--- src/rtl/assert_macros.svh ---
// assertion helpers shared by the rtl
`ifndef ASSERT_MACROS_SVH
`define ASSERT_MACROS_SVH

`ifndef SYNTHESIS
// property checked on every rising clk edge outside reset
`define ASSERT_CLK(lbl, prop, msg) \
    lbl: assert property (@(posedge clk) disable iff (!rst_n) prop) else $error(msg);
// condition that must never be seen outside reset
`define ASSERT_NEVER(lbl, expr, msg) \
    lbl: assert property (@(posedge clk) disable iff (!rst_n) !(expr)) else $error(msg);
`else
`define ASSERT_CLK(lbl, prop, msg)
`define ASSERT_NEVER(lbl, expr, msg)
`endif

`endif

--- src/rtl/stft_pkg.sv ---
package stft_pkg;

    // default sizes
    localparam int FRAME_LEN_DEF    = 64;
    localparam int MAX_CHANNELS_DEF = 8;
    localparam int MAX_FRAME        = 64;
    localparam int MAX_LOG          = 6;

    // field and datapath widths
    localparam int SAMPLE_W    = 16;
    localparam int COEF_W      = 16;
    localparam int TW_W        = 17;
    localparam int DW          = 25;
    localparam int OUT_W       = 23;
    localparam int FRAME_W     = 32;
    localparam int CH_W        = 3;
    localparam int CC_W        = 4;
    localparam int HOP_W       = 7;
    localparam int BIN_W       = 6;
    localparam int TDATA_IN_W  = 24;
    localparam int TDATA_OUT_W = 88;
    localparam int APB_DW      = 32;
    localparam int APB_AW      = 3;

    // register reset values
    localparam logic [CC_W-1:0]  CC_RESET  = 4'd1;
    localparam logic [HOP_W-1:0] HOP_RESET = 7'd32;

    // register index, taken from paddr bit 2
    typedef enum logic {
        REG_CHANNEL_COUNT = 1'b0,
        REG_HOP_LENGTH    = 1'b1
    } reg_idx_t;

    // item kind
    localparam logic KIND_PAD = 1'b1;

    localparam logic [63:0] PI_Q30 = 64'd3373259426;

    typedef logic [COEF_W-1:0]      win_tab_t [MAX_FRAME];
    typedef logic signed [TW_W-1:0] tw_tab_t  [MAX_FRAME/2];

    typedef enum logic [3:0] {
        ST_CLEAR,
        ST_IDLE,
        ST_LD_RD,
        ST_LD_MUL,
        ST_LD_WR,
        ST_BF_RD,
        ST_BF_MUL,
        ST_BF_SUM,
        ST_BF_WRP,
        ST_BF_WRQ,
        ST_OUT_RD,
        ST_OUT_LD
    } state_t;

    // controller to datapath
    typedef struct packed {
        logic clr_step;
        logic take;
        logic ld_rd;
        logic ld_mul;
        logic ld_wr;
        logic bf_rd;
        logic bf_mul;
        logic bf_sum;
        logic bf_wr_p;
        logic bf_wr_q;
        logic out_rd;
        logic out_ld;
    } cmd_t;

    // datapath to controller
    typedef struct packed {
        logic clr_done;
        logic frame_due;
        logic ld_last;
        logic bf_last;
        logic out_last;
        logic out_free;
    } sts_t;

    // sin(pi*num/Den) in q30, truncating taylor series to x^11
    function automatic logic [63:0] sin_q30(input int unsigned num, input int unsigned Den);
        logic [63:0]    m;
        logic [63:0]    x;
        logic [63:0]    x2;
        logic [63:0]    term;
        longint         sum;
        int unsigned    nn;
        nn = (num > Den) ? Den : num;
        m = (nn < Den - nn) ? 64'(nn) : 64'(Den - nn);
        x = (PI_Q30 * m) / Den;
        x2 = (x * x) >> 30;
        term = x;
        sum = longint'(x);
        term = ((term * x2) >> 30) / 6;
        sum = sum - longint'(term);
        term = ((term * x2) >> 30) / 20;
        sum = sum + longint'(term);
        term = ((term * x2) >> 30) / 42;
        sum = sum - longint'(term);
        term = ((term * x2) >> 30) / 72;
        sum = sum + longint'(term);
        term = ((term * x2) >> 30) / 110;
        sum = sum - longint'(term);
        if (sum < 0)
            sum = 0;
        if (sum > (longint'(1) << 30))
            sum = longint'(1) << 30;
        return 64'(sum);
    endfunction

    function automatic logic [63:0] round15(input logic [63:0] q);
        return (q + 64'd16384) >> 15;
    endfunction

    // symmetric hann window, q15
    function automatic win_tab_t build_win(input int unsigned Size);
        win_tab_t    tab;
        logic [63:0] s;
        logic [63:0] w;
        for (int unsigned n = 0; n < MAX_FRAME; n++)
        begin
            tab[n] = '0;
            if (n < Size)
            begin
                s = sin_q30(n, Size - 1);
                w = (s * s + (64'd1 << 44)) >> 45;
                tab[n] = (w > 64'd32767) ? COEF_W'(32767) : COEF_W'(w);
            end
        end
        return tab;
    endfunction

    // twiddle cosine of 2*pi*k/Size
    function automatic tw_tab_t build_cos(input int unsigned Size);
        tw_tab_t     tab;
        int unsigned a;
        for (int unsigned n = 0; n < MAX_FRAME/2; n++)
        begin
            tab[n] = '0;
            a = 2 * n;
            if (n < Size / 2)
            begin
                if (a <= Size / 2)
                    tab[n] = TW_W'(round15(sin_q30(Size / 2 - a, Size)));
                else
                    tab[n] = -TW_W'(round15(sin_q30(a - Size / 2, Size)));
            end
        end
        return tab;
    endfunction

    // twiddle sine of 2*pi*k/Size
    function automatic tw_tab_t build_sin(input int unsigned Size);
        tw_tab_t tab;
        for (int unsigned n = 0; n < MAX_FRAME/2; n++)
        begin
            tab[n] = '0;
            if (n < Size / 2)
                tab[n] = TW_W'(round15(sin_q30(2 * n, Size)));
        end
        return tab;
    endfunction

    // saturate a bin value to the output width
    function automatic logic [OUT_W-1:0] sat_out(input logic signed [DW-1:0] v);
        logic signed [DW-1:0] hi;
        logic signed [DW-1:0] lo;
        hi = DW'((2 ** (OUT_W - 1)) - 1);
        lo = -DW'(2 ** (OUT_W - 1));
        if (v > hi)
            return hi[OUT_W-1:0];
        else if (v < lo)
            return lo[OUT_W-1:0];
        else
            return v[OUT_W-1:0];
    endfunction

endpackage

--- src/rtl/stft_ctrl.sv ---
module stft_ctrl (
    input  logic            clk,
    input  logic            rst_n,
    input  logic            s_tvalid,
    output logic            s_tready,
    input  stft_pkg::sts_t  sts,
    output stft_pkg::cmd_t  cmd
);

    stft_pkg::state_t state_reg;
    stft_pkg::state_t state_next;

    // state register
    always_ff @(posedge clk or negedge rst_n)
    begin
        if (!rst_n)
            state_reg <= stft_pkg::ST_CLEAR;
        else
            state_reg <= state_next;
    end

    // next state
    always_comb
    begin
        state_next = state_reg;
        case (state_reg)
            stft_pkg::ST_CLEAR:
                if (sts.clr_done)
                    state_next = stft_pkg::ST_IDLE;
            stft_pkg::ST_IDLE:
                if (s_tvalid && sts.frame_due)
                    state_next = stft_pkg::ST_LD_RD;
            stft_pkg::ST_LD_RD:  state_next = stft_pkg::ST_LD_MUL;
            stft_pkg::ST_LD_MUL: state_next = stft_pkg::ST_LD_WR;
            stft_pkg::ST_LD_WR:
                state_next = sts.ld_last ? stft_pkg::ST_BF_RD : stft_pkg::ST_LD_RD;
            stft_pkg::ST_BF_RD:  state_next = stft_pkg::ST_BF_MUL;
            stft_pkg::ST_BF_MUL: state_next = stft_pkg::ST_BF_SUM;
            stft_pkg::ST_BF_SUM: state_next = stft_pkg::ST_BF_WRP;
            stft_pkg::ST_BF_WRP: state_next = stft_pkg::ST_BF_WRQ;
            stft_pkg::ST_BF_WRQ:
                state_next = sts.bf_last ? stft_pkg::ST_OUT_RD : stft_pkg::ST_BF_RD;
            stft_pkg::ST_OUT_RD: state_next = stft_pkg::ST_OUT_LD;
            stft_pkg::ST_OUT_LD:
                if (sts.out_free)
                    state_next = sts.out_last ? stft_pkg::ST_IDLE : stft_pkg::ST_OUT_RD;
            default:
                state_next = stft_pkg::ST_CLEAR;
        endcase
    end

    // outputs
    always_comb
    begin
        cmd      = '0;
        s_tready = 1'b0;
        case (state_reg)
            stft_pkg::ST_CLEAR:  cmd.clr_step = 1'b1;
            stft_pkg::ST_IDLE:
            begin
                s_tready = 1'b1;
                cmd.take = s_tvalid;
            end
            stft_pkg::ST_LD_RD:  cmd.ld_rd   = 1'b1;
            stft_pkg::ST_LD_MUL: cmd.ld_mul  = 1'b1;
            stft_pkg::ST_LD_WR:  cmd.ld_wr   = 1'b1;
            stft_pkg::ST_BF_RD:  cmd.bf_rd   = 1'b1;
            stft_pkg::ST_BF_MUL: cmd.bf_mul  = 1'b1;
            stft_pkg::ST_BF_SUM: cmd.bf_sum  = 1'b1;
            stft_pkg::ST_BF_WRP: cmd.bf_wr_p = 1'b1;
            stft_pkg::ST_BF_WRQ: cmd.bf_wr_q = 1'b1;
            stft_pkg::ST_OUT_RD: cmd.out_rd  = 1'b1;
            stft_pkg::ST_OUT_LD: cmd.out_ld  = sts.out_free;
            default:             cmd         = '0;
        endcase
    end

endmodule

--- config.mk ---
export PLATFORM = sky130hd
export DESIGN_NAME = stft_ctrl
export DESIGN_NICKNAME = d
export VERILOG_FILES = /design/src/rtl/assert_macros.svh /design/src/rtl/stft_pkg.sv /design/src/rtl/stft_ctrl.sv
export SDC_FILE = /design/constraint.sdc
export NUM_CORES = 1
export LEC_CHECK = 0
export BUFFER_PORTS_ARGS = -buffer_cell sky130_fd_sc_hd__buf_2
export CORE_AREA = 2 2 39 41
export DETAILED_ROUTE_END_ITERATION = 6
export DIE_AREA = 0 0 41 43
export GPL_ROUTABILITY_DRIVEN = 0
export SYNTH_ARGS = -nofsm -noshare
export SYNTH_HDL_FRONTEND = slang
export SYNTH_SLANG_ARGS = --single-unit
--- constraint.sdc ---
create_clock -name clk -period 2.4 [get_ports clk]
set_input_delay 0.12 -clock clk [delete_from_list [all_inputs] [get_ports clk]]
set_output_delay 0.12 -clock clk [all_outputs]
set_load 0.02 [all_outputs]
==> results of run 1 <==
## path summary, 6_finish.rpt
check | cells after the start | endpoint | startpoint
setup reg to reg | 4 | state_reg[3] | state_reg[2]
hold reg to reg | 1 | state_reg[2] | state_reg[3]
max in group asynchronous | 2 | state_reg[1] | rst_n
min in group clk | 3 | state_reg[2] | sts[2]
hold / removal | 2 | state_reg[0] | rst_n
setup / recovery | 4 | cmd[10] | state_reg[0]
## final cells by class
cell class / instances / area (um^2)
fillers: 147 / 840
multi-input cells: 47 / 279
repair buffers: 22 / 115
flip-flops and latches: 4 / 100
clock buffers: 3 / 22.5
well taps: 16 / 20.0
inverters: 2 / 7.51
## power by group
group / leakage (nW) / switching (mW) / internal [mW]
logic: 0.213 / 0.228 / 0.177
registers: 0.0503 / 0.103 / 0.0959
clock network: 0.0138 / 0.0254 / 0.0558
total: 0.277 / 0.357 / 0.328
## kinds of logic after synthesis
logic type                count (synthesis)  synth area share, %
AOI/OAI and AO/OA                        15                 26.1
xor gates and xnor gates                  1                 2.10
buffers and inverters                     7                 9.01
DFF                                       4                 24.0
muxes                                     1                 2.40
and+or+nand+nor                          30                 36.3
## cell usage in the layout, fill, tap and decap left out
cell type / synthesis / routed
a31o_1: 2 / 2
a2bb2oi_1: 1 / 1
nor3_1: 9 / 9
nand2_1: 5 / 5
o31ai_1: 1 / 1
and2_1: 1 / 1
inv_1: 2 / 2
nor4_1: 2 / 2
o21ai_1: 1 / 1
a21oi_1: 4 / 4
dlygate4sd3_1: 0 / 1
buf_2: 3 / 21
nand2b_1: 4 / 4
o21ai_0: 1 / 1
a2bb2oi_2: 1 / 1
clkbuf_4: 0 / 3
mux2i_1: 1 / 1
nor2_1: 6 / 6
xor2_1: 1 / 1
a41oi_1: 1 / 1
nor3_2: 1 / 1
nand3_1: 1 / 1
a21o_1: 1 / 1
dfrtp_1: 4 / 4
o21bai_1: 1 / 1
o22ai_1: 1 / 1
nor2b_1: 1 / 1
## metal layers
layer	vias to the layer above	part of all wire, %	GRT usage [%]
met4	0	0	8.00
met2	16	49	18.1
met3	0	6.0	2.09
met1	233	45	19.5
met5	-	0	0
li1	251	-	-
## metrics by stage
step	worst slack, ns	std cells	util (%)
floorplan	0.959	58	-
global placement	0.920	90	37.0
detailed placement	0.874	90	37.0
CTS	0.682	94	39.3
global route	0.580	94	39.3
finish	0.691	94	39.3
## worst max-delay path: stages (launching register included)
cell and delay [ns]:
dfrtp_1 0.61, nand2b_1 0.20, nor3_2 0.22, and2_1 0.16
buf_2 0.16
## repair_timing
item / in CTS / in global routing
hold buffers: 1 / 0
endpoints found under the hold margin: 4 / 0
buffers inserted: 0 / 0
resized for setup: 0 / 0
==> results by group, run 1 <==
Job
  – Max cap viols: 0

STA
  – Worst rel slew slack: 69.6%
  – Setup Skew: 0.00191 ns
  – Final hold vios: 0
  – Max Slew Vio Count: 0
  – Hold slack: 0.218 ns
  – Min Clock Period, post-route: 1.71 ns
  – Final setup violation count: 0
  – Final worst path period share: 71.2%
  – TNS Setup: 0 ns
  – RSZ-0062 raised after global routing: no
  – Worst-margin pin slew: 0.456 ns
  – Fmax: 585 MHz

GRT
  – Global-route wire length before repair: 1700 um
  – Largest net degree at the start of global routing: 17
  – Grt ovf: 0
  – GRT Total Usage: 13.5%
  – Vias in the first global route: 427
  – Initial antenna violation count: 0

Synth
  – Avg Inst Size Synth: 7.18 um^2
  – Main synth FF type: dfrtp_1
  – Yosys warnings: 0
  – Post-synthesis cell type count: 26
  – Post-synthesis cell count: 58
  – Ranking of synthesized cells by area: dfrtp_1 (24%), nor3_1 (11%), nand2b_1 (6.0%)
  – Number of synthesized flops with an enable pin: 0
  – Asr flop ratio synth: 100%
  – Post-Syn Area: 417 um^2
  – Sequential share of the synthesized area: 24.0%
  – Commonest cells post-synth: nor3_1 (9), nor2_1 (6), nand2_1 (5)
  – Syn_nets: 67
  – Area leader, netlist: dfrtp_1
  – Yosys top cell area share: 24.0%
  – Cell with the most instances after synthesis: nor3_1
  – Number of synthesized register bits: 4

Setup path
  – R2r setup slk: 0.86 ns
  – CP Data Required Time: 2.28 ns
  – Crit path kind: register to primary output
  – CP Data Arrival Time: 1.59 ns
  – CP endpoint kind: primary output
  – Crit-path max FO: 16
  – CP Launch Type: register

Floorplan
  – Starting density of the core: 30.1%
  – Chip width: 41 um
  – Die area: 1760 um^2
  – Die Y: 43 um
  – I/O pins: 22
  – Rows: 14
  – Core ar.: 1380 um^2

Status
  – Status: complete, no violations

Detailed routing
  – DR DRC count: 0
  – Vias: 500
  – Initial DRT Pass Iterations: 4
  – Routed Antenna Nets: 0
  – Drt initial violations: 24
  – WL/cell: 10.7 um
  – WL final: 1010 um
  – Vias per cell: 5.32

Clocking
  – Worst skew pair latency: 0.23 ns
  – Clock root buffer: clkbuf_4
  – CTS sink cnt: 4
  – TritonCTS clock tree: yes
  – CTS Buffer Depth: 2
  – H-tree depth: 1
  – Clock transition at path regs: 0.04 ns
  – CTS Buf Count: 3

Cells and area
  – Final nets: 89
  – Share of cells above drive strength 1: 33.3%
  – Antenna Cells: 0
  – Syn-to-layout area delta: 30.6%
  – Finished Cell Area: 544 um^2
  – Largest register FFs: 4

Power
  – Pwr Total: 0.685 mW
  – PwrDens: 1260 nW/um^2
  – Max VDD drop: 0.000499 V
  – Static leakage: 0.277 nW

Placement
  – HPWL after DPL: 765 um
  – IO Port Bufs: 21
  – Post-DP Area: 512 um^2

Min path
  – Hold crit path type: input port to asynchronous set/reset pin
No activity file was read; power rests on OpenSTA's default activity.
==> run 2, diff against run 1 <==
--- a/config.mk
+++ b/config.mk
@@ -5,6 +5,7 @@
 export SDC_FILE = /design/constraint.sdc
 export NUM_CORES = 1
 export LEC_CHECK = 0
+export ABC_AREA = 1
 export BUFFER_PORTS_ARGS = -buffer_cell sky130_fd_sc_hd__buf_2
 export CORE_AREA = 2 2 39 41
 export DETAILED_ROUTE_END_ITERATION = 6
==> constraint.sdc (replaced) <==
create_clock -name clk -period 1.67 [get_ports clk]
set_input_delay 0.0835 -clock clk [delete_from_list [all_inputs] [get_ports clk]]
set_output_delay 0.0835 -clock clk [all_outputs]
set_load 0.02 [all_outputs]
==> results by group, run 2 <==
Clocking
  – Clock transition at path regs: 0.04 ns
  – CTS Buffer Depth: 2
  – # Post-CTS Setup Buffers: 0
  – CTS Buf Count: 3
  – Worst skew pair latency: 0.23 ns
  – Clock root buffer: clkbuf_4
  – Hold_buf cts: 1
  – Gates resized, CTS repair: 0
  – H-tree depth: 1
  – CTS sink cnt: 4
  – TritonCTS clock tree: yes

Cells and area
  – Number of fill cells: 168
  – Largest register FFs: 4
  – Util after Layout: 39.7%
  – Share of cells above drive strength 1: 35.8%
  – Final nets: 106
  – Most common cell after layout, fill and taps aside: buf_2
  – Finished Cell Area: 549 um^2
  – Commonest non-fill, non-tap cells in the layout: buf_2 (21), nand2_1 (17), nor2_1 (16)
  – Syn-to-layout area delta: 40.3%
  – Antenna Cells: 0

Setup path
  – Crit-path max FO: 4
  – R2r setup slk: 0.46 ns
  – CP Data Arrival Time: 1.36 ns
  – CP Launch Type: register
  – FF-to-FF Start: state_reg[3]
  – CP endpoint kind: primary output
  – CP Data Required Time: 1.59 ns
  – R2R Path End: state_reg[3]
  – Crit path kind: register to primary output
  – Path depth of the worst reg2reg path: 6

GRT
  – Grt ovf: 0
  – Vias in the first global route: 403
  – Largest net degree at the start of global routing: 8
  – Global-route wire length before repair: 1600 um
  – Initial antenna violation count: 0
  – GRT Total Usage: 13.2%

Power
  – Combinational group share of total power: 69.5%
  – Static leakage: 0.346 nW
  – PwrDens: 1960 nW/um^2
  – Pwr Total: 1.08 mW
  – Max VDD drop: 0.000548 V
  – Sequential power share: 19.7%
  – P_int: 0.467 mW
  – Net Sw Power: 0.610 mW
  – Switching part of the total: 56.7%
  – Clock share of power: 10.8%

Floorplan
  – Starting density of the core: 28.3%
  – Die area: 1760 um^2
  – Core ar.: 1380 um^2
  – Rows: 14
  – I/O pins: 22
  – Die Y: 43 um
  – Chip width: 41 um

Synth
  – Yosys top cell area share: 25.6%
  – Cell with the most instances after synthesis: nand2_1
  – Post-synthesis cell count: 70
  – Post-Syn Area: 392 um^2
  – Main synth FF type: dfrtp_1
  – Area leader, netlist: dfrtp_1
  – Avg Inst Size Synth: 5.59 um^2
  – Number of synthesized register bits: 4
  – Number of synthesized flops with an enable pin: 0
  – Asr flop ratio synth: 100%
  – Sequential share of the synthesized area: 25.6%
  – Syn_nets: 79
  – Post-synthesis cell type count: 15
  – Commonest cells post-synth: nand2_1 (17), nor2_1 (16), inv_1 (9)
  – Ranking of synthesized cells by area: dfrtp_1 (26%), nand2_1 (16%), nor2_1 (15%)
  – Yosys warnings: 0

Detailed routing
  – Routed Antenna Nets: 0
  – DR DRC count: 0
  – Drt initial violations: 5
  – Initial DRT Pass Iterations: 2
  – WL/cell: 9.03 um
  – Vias per cell: 4.32
  – WL final: 1000 um
  – Vias: 480

STA
  – Final worst path period share: 86.6%
  – RSZ-0062 raised after global routing: no
  – TNS Setup: 0 ns
  – Setup ws final: 0.225 ns
  – Setup Skew: 0.00133 ns
  – Final hold vios: 0
  – Min Clock Period, post-route: 1.45 ns
  – Worst rel slew slack: 81.7%
  – Max Slew Vio Count: 0
  – Fmax: 692 MHz
  – Final setup violation count: 0
  – Worst-margin pin slew: 0.274 ns

Placement
  – Post-DP Area: 517 um^2
  – Dpl ws: 0.439 ns
  – IO Port Bufs: 21
  – HPWL after DPL: 879 um

Min path
  – Hold depth: 4
  – WHS Endpoint: state_reg[1]
  – Hold crit path type: input port to register
  – Hold Crit Start: sts[0]

Status
  – Status: complete, no violations

Job
  – Max cap viols: 0
==> run 2: cell types whose count changed after synthesis, sizes merged, moves of 5 or more <==
cell	previous run	this run
nor2	6	20
nand2	5	18
inv	2	14
nor3	10	0
nand3	1	7
buf	5	0
==> run 2: power groups by stage <==
stage	clock (mW)	combinational (mW)	sequential, mW
finish	0.117	0.748	0.212
global route	0.136	0.855	0.223
CTS	0.124	0.760	0.212
detailed placement	0	0.755	0.213
global placement	0	0.757	0.212
floorplan	0	0.565	0.201
==> run 2: cell type report <==
| type | count | area, um^2 | share of cell area [%] |
|---|---|---|---|
| multi-input combinational | 51 | 235 | 42.8 |
| inverter | 15 | 56.3 | 10.3 |
| timing repair buffer | 22 | 115 | 21.0 |
| tap | 16 | 20.0 | 3.64 |
| clock buffer | 3 | 22.5 | 4.10 |
| sequential | 4 | 100 | 18.2 |
==> run 2: metrics by stage <==
| stage | cells | hold slack [ns] |
|---|---|---|
| final | 111 | 0.129 |
| after global routing | 111 | 0.140 |
| after CTS | 111 | 0.120 |
| after detailed placement | 107 | -0.108 |
| after global placement | 107 | -0.108 |
| after floorplan | 70 | -0.212 |
==> run 2: logic make-up after synthesis <==
| family | Yosys count | synth area share, % |
|---|---|---|
| buffers and inverters | 15 | 14.4 |
| and+or+nand+nor | 48 | 55.0 |
| DFF | 4 | 25.6 |
| AOI/OAI and AO/OA | 3 | 5.11 |
==> run 2: worst max path at each step <==
| stage | from | endpoint | slack, ns | cells past startpoint |
|---|---|---|---|---|
| 6_report | state_reg[2] | cmd[6] | 0.22 | 5 |
| 5_1_grt | state_reg[3] | cmd[8] | 0.04 | 4 |
| 4_1_cts | state_reg[3] | cmd[8] | 0.20 | 4 |
| 3_5_place_dp | state_reg[3] | state_reg[3] | 0.44 | 6 |
| 3_3_place_gp | state_reg[3] | cmd[8] | 0.43 | 4 |
| 2_1_floorplan | state_reg[2] | state_reg[3] | 0.42 | 7 |
==> run 2: critical path, stage by stage, from the launching register on <==
cell and delay, ns:
dfrtp_1 0.38, inv_1 0.08, nor2_1 0.22, inv_1 0.11, nor2_1 0.15, buf_2 0.19
==> run 2: routing by layer <==
| layer | GRT usage, % | routed length, um |
|---|---|---|
| met3 | 6.28 | 82 |
| met5 | 0 | 0 |
| met2 | 19.1 | 454 |
| met1 | 17.9 | 465 |
| met4 | 2.00 | 0 |
